$ cat src/rtl/wlh_fifo.sv
// Small register queue used between the front and back parts and on the result side.
// No dependencies; DEPTH must be a power of two.
`timescale 1ns / 1ps
`default_nettype none

module wlh_fifo #(
   parameter int WIDTH = 8,
   parameter int DEPTH = 4
) (
   input  wire logic             clock,
   input  wire logic             reset,
   input  wire logic             push,
   input  wire logic [WIDTH-1:0] wdata,
   output logic                  full,
   input  wire logic             pop,
   output logic      [WIDTH-1:0] rdata,
   output logic                  empty
);

   localparam int PW = $clog2(DEPTH);
   localparam int CW = $clog2(DEPTH + 1);

   logic [WIDTH-1:0] mem_ff [DEPTH];
   logic [PW-1:0]    wr_ptr_ff, wr_ptr_in;
   logic [PW-1:0]    rd_ptr_ff, rd_ptr_in;
   logic [CW-1:0]    count_ff, count_in;
   logic             do_push, do_pop;

   assign full    = (count_ff == CW'(DEPTH));
   assign empty   = (count_ff == '0);
   assign do_push = push && !full;
   assign do_pop  = pop && !empty;
   assign rdata   = mem_ff[rd_ptr_ff];

   // Pointer and fill count update.
   always_comb begin
      wr_ptr_in = do_push ? wr_ptr_ff + PW'(1) : wr_ptr_ff;
      rd_ptr_in = do_pop ? rd_ptr_ff + PW'(1) : rd_ptr_ff;
      count_in  = count_ff;
      if (do_push && !do_pop) begin
         count_in = count_ff + CW'(1);
      end else if (do_pop && !do_push) begin
         count_in = count_ff - CW'(1);
      end
   end

   always_ff @(posedge clock) begin
      if (reset) begin
         wr_ptr_ff <= '0;
         rd_ptr_ff <= '0;
         count_ff  <= '0;
      end else begin
         wr_ptr_ff <= wr_ptr_in;
         rd_ptr_ff <= rd_ptr_in;
         count_ff  <= count_in;
      end
   end

   // Entry storage needs no reset.
   always_ff @(posedge clock) begin
      if (do_push) begin
         mem_ff[wr_ptr_ff] <= wdata;
      end
   end

endmodule

`default_nettype wire

$ cat config.mk
export PLATFORM = sky130hd
export DESIGN_NAME = wlh_fifo
export DESIGN_NICKNAME = d
export VERILOG_FILES = /design/src/rtl/wlh_fifo.sv
export SDC_FILE = /design/constraint.sdc
export NUM_CORES = 1
export LEC_CHECK = 0
export BUFFER_PORTS_ARGS = -buffer_cell sky130_fd_sc_hd__buf_4
export CORE_MARGIN = 1.5
export CORE_UTILIZATION = 25
export CTS_BUF_LIST = sky130_fd_sc_hd__clkbuf_4 sky130_fd_sc_hd__clkbuf_8
export DETAILED_ROUTE_END_ITERATION = 8
export PLACE_DENSITY = 0.51
export SLEW_MARGIN = 0
export SYNTH_ARGS = -nofsm -noshare
export SYNTH_HDL_FRONTEND = slang
export SYNTH_SLANG_ARGS = --single-unit
$ cat constraint.sdc
create_clock -name clock -period 2.5 [get_ports clock]
set_clock_uncertainty 0.2 [all_clocks]
set_input_delay 0.75 -clock clock [delete_from_list [all_inputs] [get_ports clock]]
set_output_delay 0.75 -clock clock [all_outputs]
set_load 0.005 [all_outputs]
==> reports/qor.yml <==
drive_gt1_share_pct: 34.7
grt_max_degree: 14
peakVddDrop_v: 0.000461
regArea_mm2: 0.00114
areaGrowthSynthToFinish_pct: 21.4
critPathArrivalTime_ns: 1.48
clkSinkCount: 41
yosys.cell_types.count: 21
die_y_um: 83.5
r2r_slack_ns: 0.22
setup_ws_ns: 0.0697
rr_startpoint: "count_ff[1]$_SDFFE_PP0P_"
rsz0062_at_grt: "no"
ys_async_sr_fraction_pct: 0
fmax_mhz: 411
place.gp.congestion: 0.729
synth_area_mm2: 0.00162
initial_core_util_pct: 25.7
finalHoldViolCount: 0
via_count: 830
fin_crit_ns: 2.43
cts_inserted_buffers: 5
multiInputGateArea_um2: 452
status: "finished, final reports clean"
drc_errors: 0
grt_use_total_pct: 8.65
mostFrequentLayoutCells: "edfxtp_1, buf_4, dfxtp_1"
endpoint_kind: "primary output"
insertedDiodeCount: 0
required_ns: 1.55
clock-root-buffer: "clkbuf_8"
nNetsFinal: 135
grt_first_pass_wirelength_mm: 4.53
antenna_found_initial: 0
p_leak_nw: 0.702
cpMaxStageDelayCell: "mux4_2"
cp_cell_sequence: "buf_6 -> mux4_2 -> buf_4"
setup_viol: 0
grt_pass1_vias: 926
whs_ns: 0.321
place_hpwl_mm: 1.98
powerDensity_mw_per_mm2: 928
htreeDepth: 2
avgViaCountPerCell: 4.26
relSlewSlack_pct: 69.7
post-route-period-util_pct: 97.2
drtPass1Iterations: 4
clk_pin_slew_ns: 0.08
die_x_um: 83.5
max_stage_delay_ns: 0.54
synth_seq_area_share_pct: 70.4
grt-ovfl-total: 0
fillers: 633
post-route-util_pct: 31.2
io_pins: 22
die-area_mm2: 0.00697
crit_fanout: 8
wire_per_inst_um: 14.6
route.antenna.remaining_nets: 0
hold_path.class: "flip-flop to flip-flop"
synth_edf_count: 32
cap_violations: 0
power_mw: 1.82
dp_slack_ns: 0.00179
report.final.slew_viol_count: 0
syn-num-nets: 108
critPathLaunchType: "flip-flop"
synthCells: 90
hold_path_startpoint: "wr_ptr_ff[1]$_SDFFE_PP0P_"
synth_ff_type: "edfxtp_1"
row_count: 29
wl_mm: 2.84
worstSetupPathType: "flip-flop to primary output"
cts_tree: "built"
finalSetupTns_ns: 0
worst_slew_pin_slew_ns: 0.455
drt_iter0_drc: 35
mostFrequentLayoutCell: "edfxtp_1"
synth.avg_cell_area_um2: 18.0
clk-insertion-delay-late_ns: 0.28
port_buffers: 21
postCtsHoldBufs: 0
ys_ff_latch: 41
yosysWarnings: 0
cts_buffer_depth: 2
core_region_area_mm2: 0.00631
sequential cells by signal (all words and copies together) (netlist names), named ones only:
| register | cells |
|---|---|
| mem_ff | 32 |
| count_ff | 3 |
| rd_ptr_ff | 2 |
| wr_ptr_ff | 2 |
cells in the mapped netlist (2+ instances only):
library cell | count | area (um^2)
edfxtp_1 | 32 | 961
dfxtp_1 | 9 | 180
mux4_2 | 8 | 180
ha_1 | 5 | 62.6
nor2_1 | 5 | 18.8
and2_1 | 4 | 25.0
inv_1 | 4 | 15.0
xor2_1 | 4 | 35.0
a21oi_1 | 2 | 10.0
clkbuf_1 | 2 | 7.51
mux2i_1 | 2 | 20.0
nand2b_1 | 2 | 12.5
o21ai_0 | 2 | 10.0
or3_1 | 2 | 12.5
per-layer routing:
metal  wire length (um)  track usage (%)  share of wire [%]  vias to the layer above
met2               1460             14.9                 51                       21
met3                114             2.77                4.0                        5
met1               1230             10.1                 43                      411
li1                   -                -                  -                      393
met4                 29             3.13                1.0                        0
met5                  0                0                  0                        -
final timing paths:
check	end	cells after the start
worst max-delay path	rdata[3]	3
worst min-delay path	wr_ptr_ff[1]$_SDFFE_PP0P_	2
worst max register to register	count_ff[2]$_SDFFE_PP0P_	7
worst min register to register	wr_ptr_ff[1]$_SDFFE_PP0P_	2
critical path: cells and delay by family (launching register included):
family / cells / cell delay (ns)
DFF: 1 / 0.33
muxes: 1 / 0.54
buffers and inverters: 2 / 0.33
report_power, final:
part	internal [mW]	switching, mW
registers	0.831	0.0693
logic	0.292	0.216
clock network	0.193	0.224
stage by stage:
step	instances	area, um^2
6_report	195	1970
5_1_grt	195	1970
4_1_cts	195	1970
3_5_place_dp	187	1880
3_3_place_gp	187	1880
2_1_floorplan	90	1620
layout make-up:
| type | count | area share (%) |
|---|---|---|
| sequential | 41 | 58.0 |
| multi-input combinational | 42 | 23.0 |
| clock inverter | 3 | 0.891 |
| timing repair buffer | 23 | 8.97 |
| tap | 77 | 4.90 |
| clock buffer | 5 | 3.50 |
| inverter | 4 | 0.763 |
kinds of logic after synthesis:
| kind of cell | after synthesis | synth area share [%] |
|---|---|---|
| multiplexers | 10 | 12.4 |
| AO/OA/AOI/OAI | 6 | 2.55 |
| AND/OR/NAND/NOR | 16 | 5.71 |
| flip-flops | 41 | 70.4 |
| buffers and inverters | 7 | 1.70 |
| adder cells (fa/ha/maj) | 6 | 5.10 |
| XOR/XNOR | 4 | 2.16 |
what timing repair did:
action / CTS / global route
setup endpoints to repair: 1 / 0
setup buffers: 0 / 0
gates resized for setup: 1 / 0
Note: power is estimated with default switching activity, not from simulation.
