[config.mk]
export PLATFORM = sky130hd
export DESIGN_NAME = wlh_front
export DESIGN_NICKNAME = d
export VERILOG_FILES = /design/src/rtl/wlh_pkg.sv /design/src/rtl/wlh_front.sv
export SDC_FILE = /design/constraint.sdc
export NUM_CORES = 1
export LEC_CHECK = 0
export ABC_CLOCK_PERIOD_IN_PS = 1710
export CORE_MARGIN = 2
export CORE_UTILIZATION = 55
export DETAILED_ROUTE_END_ITERATION = 8
export DONT_BUFFER_PORTS = 1
export HOLD_SLACK_MARGIN = 0.08
export PLACE_DENSITY = 0.73
export SLEW_MARGIN = 20
export SYNTH_ARGS = -nofsm -noshare
export SYNTH_HDL_FRONTEND = slang
export SYNTH_SLANG_ARGS = --single-unit
[constraint.sdc]
create_clock -name clock -period 1.71 [get_ports clock]
set_clock_uncertainty 0.1 [all_clocks]
set_input_delay 0 -clock clock [delete_from_list [all_inputs] [get_ports clock]]
set_output_delay 0 -clock clock [all_outputs]
set_load 0.005 [all_outputs]
[src/rtl/wlh_pkg.sv]
// Package for the word length histogram block.
// Holds item types, opcode and command codes, and default sizes.
// No dependencies.
`timescale 1ns / 1ps
`default_nettype none

package wlh_pkg;

   // Default sizes for the top-level parameters.
   localparam int BINS_DEFAULT       = 1024;
   localparam int COUNT_BITS_DEFAULT = 32;

   // Fixed widths of the item fields.
   localparam int OPCODE_W      = 2;
   localparam int CHAR_W        = 8;
   localparam int INDEX_W       = 10;
   localparam int COUNT_OUT_W   = 32;
   localparam int LENGTH_OUT_W  = 10;

   // Widest word length carried in a command (BINS is at most 65536).
   localparam int LEN_FIELD_W = 16;

   // Depths of the queues between the parts.
   localparam int CMD_QUEUE_DEPTH = 4;
   localparam int RSP_QUEUE_DEPTH = 2;

   // Input opcodes.
   typedef enum logic [OPCODE_W-1:0] {
      OP_BYTE  = 2'd0,
      OP_EOS   = 2'd1,
      OP_READ  = 2'd2,
      OP_CLEAR = 2'd3
   } op_type;

   // What the back part does after an optional word close.
   typedef enum logic [1:0] {
      KIND_NONE  = 2'd0,
      KIND_EOS   = 2'd1,
      KIND_READ  = 2'd2,
      KIND_CLEAR = 2'd3
   } kind_type;

   // One input item.
   typedef struct packed {
      logic [OPCODE_W-1:0] opcode;
      logic [CHAR_W-1:0]   char_byte;
      logic [INDEX_W-1:0]  bin_index;
   } req_type;

   // One result item.
   typedef struct packed {
      logic [COUNT_OUT_W-1:0]  bin_count;
      logic [COUNT_OUT_W-1:0]  word_count;
      logic [COUNT_OUT_W-1:0]  max_count;
      logic [LENGTH_OUT_W-1:0] max_length;
      logic                    overflow_seen;
   } rsp_type;

   // Command from the front part to the back part.
   typedef struct packed {
      kind_type               kind;
      logic                   close_word;
      logic                   close_long;
      logic [LEN_FIELD_W-1:0] close_len;
      logic [INDEX_W-1:0]     bin_index;
   } cmd_type;

endpackage

`default_nettype wire

[src/rtl/wlh_front.sv]
// Front part: accepts input items, tracks the pending word and emits commands.
// Depends on wlh_pkg.
`timescale 1ns / 1ps
`default_nettype none

module wlh_front #(
   parameter int BINS = 1024
) (
   input  wire logic             clock,
   input  wire logic             reset,
   input  wire logic             accept,
   input  wire wlh_pkg::req_type req,
   output logic                  cmd_push,
   output wlh_pkg::cmd_type      cmd
);

   import wlh_pkg::*;

   localparam int RW = $clog2(BINS + 1);

   logic [RW-1:0] run_ff, run_in;
   logic          word_char;
   logic          pending;

   // A word character is an ASCII digit or letter.
   function automatic logic is_word_char(input logic [CHAR_W-1:0] c);
      is_word_char = (c >= 8'h30 && c <= 8'h39) ||
                     (c >= 8'h41 && c <= 8'h5A) ||
                     (c >= 8'h61 && c <= 8'h7A);
   endfunction

   assign word_char = is_word_char(req.char_byte);
   assign pending   = (run_ff != '0);

   // Classify the item and build the command for the back part.
   always_comb begin
      run_in         = run_ff;
      cmd_push       = 1'b0;
      cmd.kind       = KIND_NONE;
      cmd.close_word = pending;
      cmd.close_long = (run_ff >= RW'(BINS));
      cmd.close_len  = LEN_FIELD_W'(run_ff);
      cmd.bin_index  = req.bin_index;
      if (accept) begin
         case (req.opcode)
            OP_BYTE: begin
               if (word_char) begin
                  if (run_ff < RW'(BINS)) begin
                     run_in = run_ff + RW'(1);
                  end
               end else if (pending) begin
                  cmd_push = 1'b1;
                  run_in   = '0;
               end
            end
            OP_EOS: begin
               cmd_push = 1'b1;
               cmd.kind = KIND_EOS;
               run_in   = '0;
            end
            OP_READ: begin
               cmd_push       = 1'b1;
               cmd.kind       = KIND_READ;
               cmd.close_word = 1'b0;
            end
            OP_CLEAR: begin
               cmd_push       = 1'b1;
               cmd.kind       = KIND_CLEAR;
               cmd.close_word = 1'b0;
               run_in         = '0;
            end
            default: begin
               cmd_push = 1'b0;
            end
         endcase
      end
   end

   always_ff @(posedge clock) begin
      if (reset) begin
         run_ff <= '0;
      end else begin
         run_ff <= run_in;
      end
   end

endmodule

`default_nettype wire

==> impl_metrics.env, run 1 <==
export IMPL_drive_gt1_frac=0.299
export IMPL_worst_slack_ns=-0.0590
export IMPL_regArea_um2=230
export IMPL_first_pass_iters=4
export IMPL_worstPathCellList="nand3_2, or4_4, or3_1, a21bo_1, o21ai_2"
export IMPL_ctsHoldBuffers=15
export IMPL_clk_pin_slew_worst_paths_ns=0.07
export IMPL_largest_registers="run_ff: 11 flops"
export IMPL_critPathBufInv=0
export IMPL_grt_total_usage=0.277
export IMPL_synth_distinct_cells=36
export IMPL_synth_top_area_cell="dfxtp_1"
export IMPL_critPathRequiredTime_ns=1.83
export IMPL_ys_warn_count=0
export IMPL_synth_top_cell_area_share=0.252
export IMPL_largest_register_ffs=11
export IMPL_tns_ns=-0.0828
export IMPL_hp_class="in -> reg"
export IMPL_final_area_mm2=0.00118
export IMPL_routed_wl_um=2360
export IMPL_timing_critical_path_from="run_ff[1]$_SDFFE_PP0P_"
export IMPL_rsz0062_at_grt="yes"
export IMPL_hold_viol=0
export IMPL_fillers=107
export IMPL_hpwl_um=1640
export IMPL_grt_antenna_before_repair=0
export IMPL_gp_congestion=0.816
export IMPL_grt_pass1_vias=882
export IMPL_worstPathArrival_ns=1.89
export IMPL_ir_drop_mv=0.437
export IMPL_synth_seq_area_share=0.252
export IMPL_h_tree_depth=1
export IMPL_status="finished with violations"
export IMPL_r2r_start="run_ff[1]$_SDFFE_PP0P_"
export IMPL_vias=920
export IMPL_clock_sink_count=11
export IMPL_wl_per_cell_um=14.4
export IMPL_fin_crit_ns=1.77
export IMPL_fin_crit_sh=1.03
export IMPL_violations="negative setup slack"
export IMPL_max_freq_mhz=565
export IMPL_ctsRootBufferMaster="clkbuf_4"
export IMPL_io_buffers=0
export IMPL_leakage_nw=0.446
export IMPL_place_ws_ns=-0.0274
export IMPL_cts_buffers=3
export IMPL_setup_viol=3
export IMPL_cpLargestDelayFamily="simple AND/OR/NAND/NOR gates"
export IMPL_max_stage_delay_ns=0.55
export IMPL_netlist_area_um2=873
export IMPL_place_detailed_instances=144
export IMPL_dieArea_mm2=0.00192
export IMPL_clock_latency_ns=0.28
export IMPL_diodes=0
export IMPL_cts_tree="done"
export IMPL_path_max_fanout=3
export IMPL_crit_slowest_cell="or4_4"
export IMPL_area_growth_syn_to_layout_pct=35.7
export IMPL_core_mm2=0.00149
export IMPL_grt_max_degree=12
export IMPL_synthTopCellsByArea="dfxtp_1, buf_4, nand2_1, o21ai_1, and2_1"
export IMPL_multiInputGateArea_um2=559
export IMPL_num_nets_final=173
export IMPL_start_kind="flop"
export IMPL_drv_cap=0
export IMPL_hold_start="req[17]"
export IMPL_antenna_left=0
export IMPL_fp_row_count=14
export IMPL_largest_register="run_ff"
export IMPL_crit_type="reg -> reg"
export IMPL_syn_inst=119
export IMPL_syn_area_per_cell_um2=7.34
export IMPL_grt_pass1_wl_um=3910
export IMPL_maxSlewViolCount=0
export IMPL_placed_cell_area_um2=975
export IMPL_via_per_inst=5.64
export IMPL_drc=0
export IMPL_synth_seq_cells=11
export IMPL_initialDrtViolationCount=21
export IMPL_endpoint_kind="flop"
export IMPL_die_h_um=43.9
export IMPL_start_util=0.587
export IMPL_chipWidth_um=43.9
export IMPL_power_density_mw_per_mm2=443
export IMPL_clock_path_buffers=2
export IMPL_stdcell_count=163
export IMPL_ios=54
export IMPL_grt_overflow=0
## power breakdown
part | switching [W] | internal [W] | leakage (nW)
sequential | 0.000000455 | 0.000254 | 0.0912
clock | 0.0000936 | 0.0000908 | 0.0150
combinational | 0.0000416 | 0.0000446 | 0.340
total | 0.000136 | 0.000389 | 0.446
## cells in the final DEF (no fill, tap or decap), types with 2 or more instances in the layout
cell type      netlist  routed
nor3b_1              2       2
o21ai_2              1       2
nor2_1               4       4
nor4_1               4       4
nor3_1               5       5
buf_6                0       2
inv_2                0       2
o21ai_0              4       3
and2_1               5       5
or3_1                2       2
conb_1               1       5
dfxtp_2              0       2
dfxtp_1             11       7
nand3_1              5       4
o21ai_1              7       7
buf_4               15      22
dlygate4sd3_1        0      15
nand2_1             21      21
clkbuf_4             0       3
or2_1                2       2
dfxtp_4              0       2
nand3_2              1       2
o211ai_1             3       3
## metal layers
layer,global-route usage,wire length (um),up-vias,part of all wire
met5,0,0,-,0
met4,0.133,61,0,0.026
met3,0.0625,157,9,0.067
met2,0.503,1240,40,0.53
met1,0.298,898,420,0.38
li1,-,-,451,-
## final cells by class
cell class / instances / share of cell area
Clock buffer: 4 / 0.0222
Inverter: 3 / 0.00950
Multi-Input combinational cell: 90 / 0.472
Sequential cell: 11 / 0.194
Tap cell: 16 / 0.0169
Timing Repair Buffer: 39 / 0.285
## final timing paths
check | endpoint | depth (start not counted) | slack, ns
setup reg to reg | run_ff[9]$_SDFFE_PP0P_ | 5 | -0.06
hold reg to reg | run_ff[0]$_SDFFE_PP0P_ | 2 | 0.50
hold / removal | run_ff[0]$_SDFFE_PP0P_ | 4 | 0.02
setup / recovery | run_ff[9]$_SDFFE_PP0P_ | 5 | -0.06
## logic make-up (layout without fill, tap and decap cells)
logic type,Yosys count,in the layout,share of synthesized area
simple gates,59,59,0.362
compound gates,23,23,0.168
buf+inv,22,46,0.159
flops,11,11,0.252
fa+ha+maj,2,2,0.0286
other cells,1,5,0.00429
mux,1,1,0.0258
## synthesized netlist by cell type
cell type  number
and4b_1         1
ha_1            2
or2_1           2
o21ai_1         7
nor3b_1         2
a211o_1         1
nand2b_1        1
a21bo_1         1
nor2_2          1
and2_1          5
nand2_1        21
o31ai_1         1
or4_1           1
a31oi_1         1
nand3_1         5
o21a_1          1
o21ai_0         4
nor4_1          4
conb_1          1
o31a_1          1
o211ai_1        3
o22ai_1         1
dfxtp_1        11
nor3_1          5
nor2_1          4
buf_4          15
inv_1           3
or3b_1          2
clkbuf_1        4
nor4_2          1
a21oi_1         1
mux2i_4         1
o21ai_2         1
nor2b_1         1
nand3_2         1
or3_1           2
## through the flow
step                      utilization  hold WS [ns]  power (W)
final                           0.796        0.0162   0.000524
after global routing            0.796        0.0373   0.000550
after CTS                       0.781        0.0159   0.000527
after detailed placement        0.655        -0.100   0.000312
after global placement          0.655        -0.100   0.000311
after floorplan                     -       -0.0192   0.000325
## tightest hold or removal path, cell delays in order
cell	delay [ns]
a211o_1	0.12
nor4_2	0.06
nand2_1	0.10
o22ai_1	0.08
## what timing repair did
| action | CTS | global route |
|---|---|---|
| hold endpoints to repair | 24 | 2 |
| buffers inserted | 0 | 0 |
| endpoints found under the setup margin | 10 | 12 |
| pin swaps | 4 | 0 |
| resized for setup | 3 | 6 |
(Power assumes the default switching activity.)
==> run 2: changes to the inputs <==
--- a/config.mk
+++ b/config.mk
@@ -5,6 +5,7 @@
 export SDC_FILE = /design/constraint.sdc
 export NUM_CORES = 1
 export LEC_CHECK = 0
+export ABC_AREA = 1
 export ABC_CLOCK_PERIOD_IN_PS = 1710
 export CORE_MARGIN = 2
 export CORE_UTILIZATION = 55
==> run 2 against run 1 <==
The flow now finishes without violations; worst hold slack improved by 0.064 ns; critical endpoint is now run_ff[4]$_SDFFE_PP0P_; global-route usage down 2.9 points; maximum frequency grew 7.8%; total power rose by 28%; clock-buffer cell count is the same; clock power is essentially flat; wire length increased by 25%; first-iteration DRC count up 110%; critical path type unchanged; final cell count up 39%.
==> impl_metrics.env, run 2 <==
export IMPL_status="complete, no violations"
export IMPL_cts_buffers=3
export IMPL_h_tree_depth=1
export IMPL_via_per_inst=5.38
export IMPL_gp_congestion=0.879
export IMPL_grt_total_usage=0.248
export IMPL_fin_crit_ns=1.64
export IMPL_whs_endpoint="run_ff[10]$_SDFFE_PP0P_"
export IMPL_holdPathStages=4
export IMPL_synth_top_flop_cell="dfxtp_1"
export IMPL_start_util=0.570
export IMPL_hp_class="in -> reg"
export IMPL_synth_async_reset_ratio=0
export IMPL_chipWidth_um=48.6
export IMPL_path_max_fanout=6
export IMPL_place_detailed_instances=202
export IMPL_leakage_nw=0.545
export IMPL_grt_overflow=0
export IMPL_grt_antenna_before_repair=0
export IMPL_synth_top_cell_area_share=0.201
export IMPL_syn_inst=186
export IMPL_max_freq_mhz=609
export IMPL_num_nets_final=225
export IMPL_fin_crit_sh=0.960
export IMPL_wl_per_cell_um=13.1
export IMPL_grt_pass1_wl_um=4620
export IMPL_synth_most_common_cell="nand2_1"
export IMPL_hpwl_um=1980
export IMPL_crit_type="reg -> reg"
export IMPL_ios=54
export IMPL_synth_seq_cells=11
export IMPL_diodes=0
export IMPL_largest_register="run_ff"
export IMPL_routed_wl_um=2950
export IMPL_vias=1217
export IMPL_ys_warn_count=0
export IMPL_ir_drop_mv=0.439
export IMPL_synthTopCellsByCount="nand2_1, nand3_1, nor2_1"
export IMPL_hold_viol=0
export IMPL_final_cell_mix="nand2_1, nand3_1, nor2_1, inv_1, dlygate4sd3_1"
export IMPL_die_h_um=48.6
export IMPL_dieArea_mm2=0.00237
export IMPL_synth_seq_area_share=0.201
export IMPL_reg2reg_to="run_ff[4]$_SDFFE_PP0P_"
export IMPL_worstRegToRegCells=9
export IMPL_busiest_layer="met2"
export IMPL_clock_latency_ns=0.28
export IMPL_max_slew_margin_rel=0.633
export IMPL_endpoint_kind="flop"
export IMPL_cts_tree="done"
export IMPL_clk_pin_slew_worst_paths_ns=0.07
export IMPL_worstPathArrival_ns=1.75
export IMPL_tightest_slew_ns=0.549
export IMPL_synthTopCellsByArea="dfxtp_1, nand2_1, buf_4, nand3_1, nor2_1"
export IMPL_syn_area_per_cell_um2=5.89
export IMPL_largest_registers="run_ff: 11 flops"
export IMPL_grtUsageMet3=0.0432
export IMPL_drc=0
export IMPL_clock_sink_count=11
export IMPL_synth_enable_flop_cells=0
export IMPL_clock_path_buffers=2
export IMPL_core_mm2=0.00192
export IMPL_grt_max_degree=17
export IMPL_ctsRootBufferMaster="clkbuf_4"
export IMPL_met2_usage=0.411
export IMPL_postCtsSetupRepairBufs=0
export IMPL_largest_register_ffs=11
export IMPL_regToRegSetupSlack_ns=0.07
export IMPL_power_density_mw_per_mm2=516
export IMPL_stdcell_count=226
export IMPL_utilization=0.678
export IMPL_maxSlewViolCount=0
export IMPL_final_area_mm2=0.00130
export IMPL_mostFrequentLayoutCell="nand2_1"
export IMPL_start_kind="flop"
export IMPL_synth_top_area_cell="dfxtp_1"
export IMPL_synth_distinct_cells=23
export IMPL_initialDrtViolationCount=45
export IMPL_area_growth_syn_to_layout_pct=18.8
export IMPL_netlist_area_mm2=0.00110
export IMPL_fp_row_count=16
export IMPL_use_met1=0.315
export IMPL_drive_gt1_frac=0.146
export IMPL_setup_viol=0
export IMPL_grt_pass1_vias=1016
export IMPL_hold_start="req[19]"
export IMPL_first_pass_iters=4
export IMPL_drv_cap=0
export IMPL_critPathRequiredTime_ns=1.81
export IMPL_r2r_start="run_ff[0]$_SDFFE_PP0P_"
export IMPL_placed_cell_area_mm2=0.00103
export IMPL_antenna_left=0
export IMPL_io_buffers=0
-- run 2: repair_timing --
action | 4_1_cts | 5_1_grt
pin swaps | 0 | 1
gates resized for setup | 1 | 12
gates cloned | 0 | 1
hold buffers | 19 | 1
endpoints found under the hold margin | 25 | 2
endpoints found under the setup margin | 6 | 12
-- run 2: cell families (layout without fill, tap and decap cells) --
kind of cell / count (synthesis) / in the layout / synth area share
AO/OA/AOI/OAI: 19 / 19 / 0.0982
XOR/XNOR: 1 / 1 / 0.00799
adder cells (fa/ha/maj): 2 / 2 / 0.0228
buffers and inverters: 39 / 47 / 0.196
flip-flops: 11 / 11 / 0.201
other: 1 / 5 / 0.00342
AND/OR/NAND/NOR: 113 / 114 / 0.470
-- run 2: final cells by class --
type | count | area (um2)
repair buffers | 23 | 220
inverters | 20 | 75.1
fillers | 180 | 619
multi-input cells | 141 | 721
flip-flops and latches | 11 | 226
well taps | 27 | 33.8
clock buffers | 4 | 26.3
-- run 2: per-stage QoR --
| stage | total power, W | worst slack (ns) | setup TNS, ns | hold slack, ns |
|---|---|---|---|---|
| after floorplan | 0.000433 | 0.161 | 0 | -0.0487 |
| after global placement | 0.000422 | 0.0423 | 0 | -0.0999 |
| after detailed placement | 0.000426 | -0.0268 | -0.0900 | -0.0999 |
| after CTS | 0.000657 | 0.0198 | 0 | 0.0842 |
| after global routing | 0.000722 | -0.00892 | -0.0105 | 0.107 |
| final | 0.000672 | 0.0686 | 0 | 0.0807 |
-- run 2: worst max path at each step --
| stage | from | to | slack, ns | cells after the start |
|---|---|---|---|---|
| global placement | run_ff[0]$_SDFFE_PP0P_ | run_ff[8]$_SDFFE_PP0P_ | 0.04 | 8 |
| CTS | run_ff[0]$_SDFFE_PP0P_ | run_ff[3]$_SDFFE_PP0P_ | 0.02 | 8 |
| detailed placement | run_ff[0]$_SDFFE_PP0P_ | run_ff[5]$_SDFFE_PP0P_ | -0.03 | 8 |
| finish | run_ff[0]$_SDFFE_PP0P_ | run_ff[4]$_SDFFE_PP0P_ | 0.07 | 9 |
| floorplan | run_ff[0]$_SDFFE_PP0P_ | run_ff[8]$_SDFFE_PP0P_ | 0.16 | 9 |
| global route | run_ff[0]$_SDFFE_PP0P_ | run_ff[4]$_SDFFE_PP0P_ | -0.009 | 9 |
-- run 2: routing by layer --
| layer | part of all wire | wire (um) | vias to the layer above |
|---|---|---|---|
| met4 | 0.025 | 74 | 0 |
| met2 | 0.51 | 1510 | 70 |
| met5 | 0 | 0 | - |
| met1 | 0.37 | 1110 | 524 |
| li1 | - | - | 607 |
| met3 | 0.088 | 261 | 16 |
-- run 2: power by group --
part	total [W]	leakage, nW	internal [W]	switching [W]
clock	0.000185	0.0150	0.0000906	0.0000940
combinational	0.000206	0.438	0.0000855	0.000121
sequential	0.000282	0.0918	0.000266	0.0000157
-- run 2: critical path, stage by stage (launching register included) --
cell     delay, ns
dfxtp_2       0.39
ha_1          0.19
nand2_1       0.09
o21ai_0       0.20
nand2_1       0.07
inv_1         0.06
nand3_1       0.10
nor2_1        0.13
nand3_1       0.09
a21oi_1       0.14
==> run 3: changes to the inputs <==
--- a/config.mk
+++ b/config.mk
@@ -7,7 +7,6 @@
 export LEC_CHECK = 0
 export ABC_AREA = 1
 export ABC_CLOCK_PERIOD_IN_PS = 1710
-export CORE_MARGIN = 2
 export CORE_UTILIZATION = 55
 export DETAILED_ROUTE_END_ITERATION = 8
 export DONT_BUFFER_PORTS = 1
==> run 3 against run 2 <==
First-iteration DRC count shrank 4.4%; setup slack better by 0.047 ns; sequential share of layout area increased by 0.46 points; non-clock buffer count up 2; final cell count unchanged; sequential cell count did not move; critical path type is now in -> reg; critical endpoint is now run_ff[1]$_SDFFE_PP0P_; largest cell class unchanged.
==> impl_metrics.env, run 3 (same netlist as run 2, synthesis figures left out) <==
export IMPL_status="complete, no violations"
export IMPL_diodes=0
export IMPL_cts_tree="done"
export IMPL_cts_buffers=3
export IMPL_gp_congestion=0.909
export IMPL_die_h_um=46.6
export IMPL_grt_pass1_wl_um=4070
export IMPL_vias=1228
export IMPL_worstPathArrival_ns=1.66
export IMPL_leakage_nw=0.556
export IMPL_critPathRequiredTime_ns=1.77
export IMPL_start_util=0.608
export IMPL_largest_registers="run_ff: 11 flops"
export IMPL_antenna_left=0
export IMPL_utilization=0.728
export IMPL_hold_viol=0
export IMPL_grt_max_degree=17
export IMPL_tns_ns=0
export IMPL_power_density_mw_per_mm2=505
export IMPL_dieArea_mm2=0.00218
export IMPL_num_nets_final=227
export IMPL_final_cell_mix="nand2_1, nor2_1, nand3_1, inv_1, dlygate4sd3_1"
export IMPL_wl_per_cell_um=12.7
export IMPL_ios=54
export IMPL_clock_path_buffers=2
export IMPL_worst_slack_ns=0.115
export IMPL_hp_class="in -> reg"
export IMPL_chipWidth_um=46.6
export IMPL_fin_crit_sh=0.932
export IMPL_grt_pass1_vias=1010
export IMPL_fillers=160
export IMPL_grt_antenna_before_repair=0
export IMPL_multiInputGateArea_um2=712
export IMPL_ir_drop_mv=0.505
export IMPL_via_per_inst=5.43
export IMPL_area_growth_syn_to_layout_pct=19.6
export IMPL_drv_cap=0
export IMPL_maxSlewViolCount=0
export IMPL_final_area_mm2=0.00131
export IMPL_drive_gt1_frac=0.169
export IMPL_max_freq_mhz=627
export IMPL_drc=0
export IMPL_initialDrtViolationCount=43
export IMPL_endpoint_kind="flop"
export IMPL_placed_cell_area_mm2=0.00105
export IMPL_ctsRootBufferMaster="clkbuf_4"
export IMPL_clk_pin_slew_worst_paths_ns=0.07
export IMPL_largest_register_ffs=11
export IMPL_mostFrequentLayoutCell="nand2_1"
export IMPL_rsz0062_at_grt="no"
export IMPL_first_pass_iters=4
export IMPL_routed_wl_um=2880
export IMPL_hpwl_um=1910
export IMPL_max_slew_margin_rel=0.623
export IMPL_tightest_slew_ns=0.564
export IMPL_h_tree_depth=1
export IMPL_grt_overflow=0
export IMPL_fp_row_count=15
export IMPL_clock_sink_count=11
export IMPL_io_buffers=0
export IMPL_fin_crit_ns=1.59
export IMPL_grt_total_usage=0.260
export IMPL_largest_register="run_ff"
export IMPL_path_max_fanout=10
export IMPL_setup_viol=0
export IMPL_core_mm2=0.00180
export IMPL_start_kind="input port"
export IMPL_regArea_um2=234
export IMPL_clock_latency_ns=0.27
export IMPL_place_ws_ns=0.0374
export IMPL_crit_type="in -> reg"
-- run 3: cell count changes in the layout (fill, tap and decap cells not counted) --
cell           change
a21oi_1            +1
nor3_2             -1
dfxtp_1            -2
dlygate4sd3_1      -1
nor3_1             +1
dfxtp_4            +2
ha_1               -1
ha_2               +1
nand3_2            +1
buf_4              +3
a21oi_4            -1
nand3_1            -1
-- run 3: layer usage --
layer  part of all wire  track usage  wire (um)
met2               0.49        0.467       1410
met4              0.038        0.103        109
met1               0.39        0.285       1130
met5                  0            0          0
met3              0.078       0.0667        223
-- run 3: worst paths after layout --
kind	depth (start not counted)	from	to	slack [ns]
max	7	req[18]	run_ff[1]$_SDFFE_PP0P_	0.12
min	5	req[18]	run_ff[2]$_SDFFE_PP0P_	0.11
max reg2reg	8	run_ff[0]$_SDFFE_PP0P_	run_ff[4]$_SDFFE_PP0P_	0.13
min reg2reg	2	run_ff[5]$_SDFFE_PP0P_	run_ff[5]$_SDFFE_PP0P_	0.43
-- run 3: power by group --
| group | leakage [nW] | internal (W) | total, W | switching, W |
|---|---|---|---|---|
| Combinational | 0.448 | 0.0000823 | 0.000203 | 0.000121 |
| Sequential | 0.0933 | 0.000265 | 0.000278 | 0.0000124 |
| Clock | 0.0150 | 0.0000903 | 0.000182 | 0.0000917 |
-- run 3: area by class of cell --
class | count | area share
multi-input combinational | 141 | 0.543
inverter | 20 | 0.0573
clock buffer | 4 | 0.0200
sequential | 11 | 0.178
timing repair buffer | 25 | 0.177
tap | 25 | 0.0239
-- run 3: what timing repair did --
item | in CTS | in global routing
resized for setup | 0 | 16
setup endpoints to repair | 0 | 12
setup buffers | 0 | 1
hold buffers | 18 | 0
endpoints found under the hold margin | 25 | 0
-- run 3: per-stage QoR --
step | std cells | hold WS, ns | total power [W]
2_1_floorplan | 190 | -0.0487 | 0.000433
3_3_place_gp | 202 | -0.0999 | 0.000424
3_5_place_dp | 202 | -0.0999 | 0.000428
4_1_cts | 224 | 0.0966 | 0.000649
5_1_grt | 226 | 0.106 | 0.000710
6_report | 226 | 0.106 | 0.000663
-- run 3: worst max-delay path, cell delays in order --
cell           delay [ns]
dlygate4sd3_1        0.75
inv_1                0.09
a21oi_2              0.36
buf_4                0.25
nand3_1              0.10
nand2_1              0.07
nor2_1               0.04
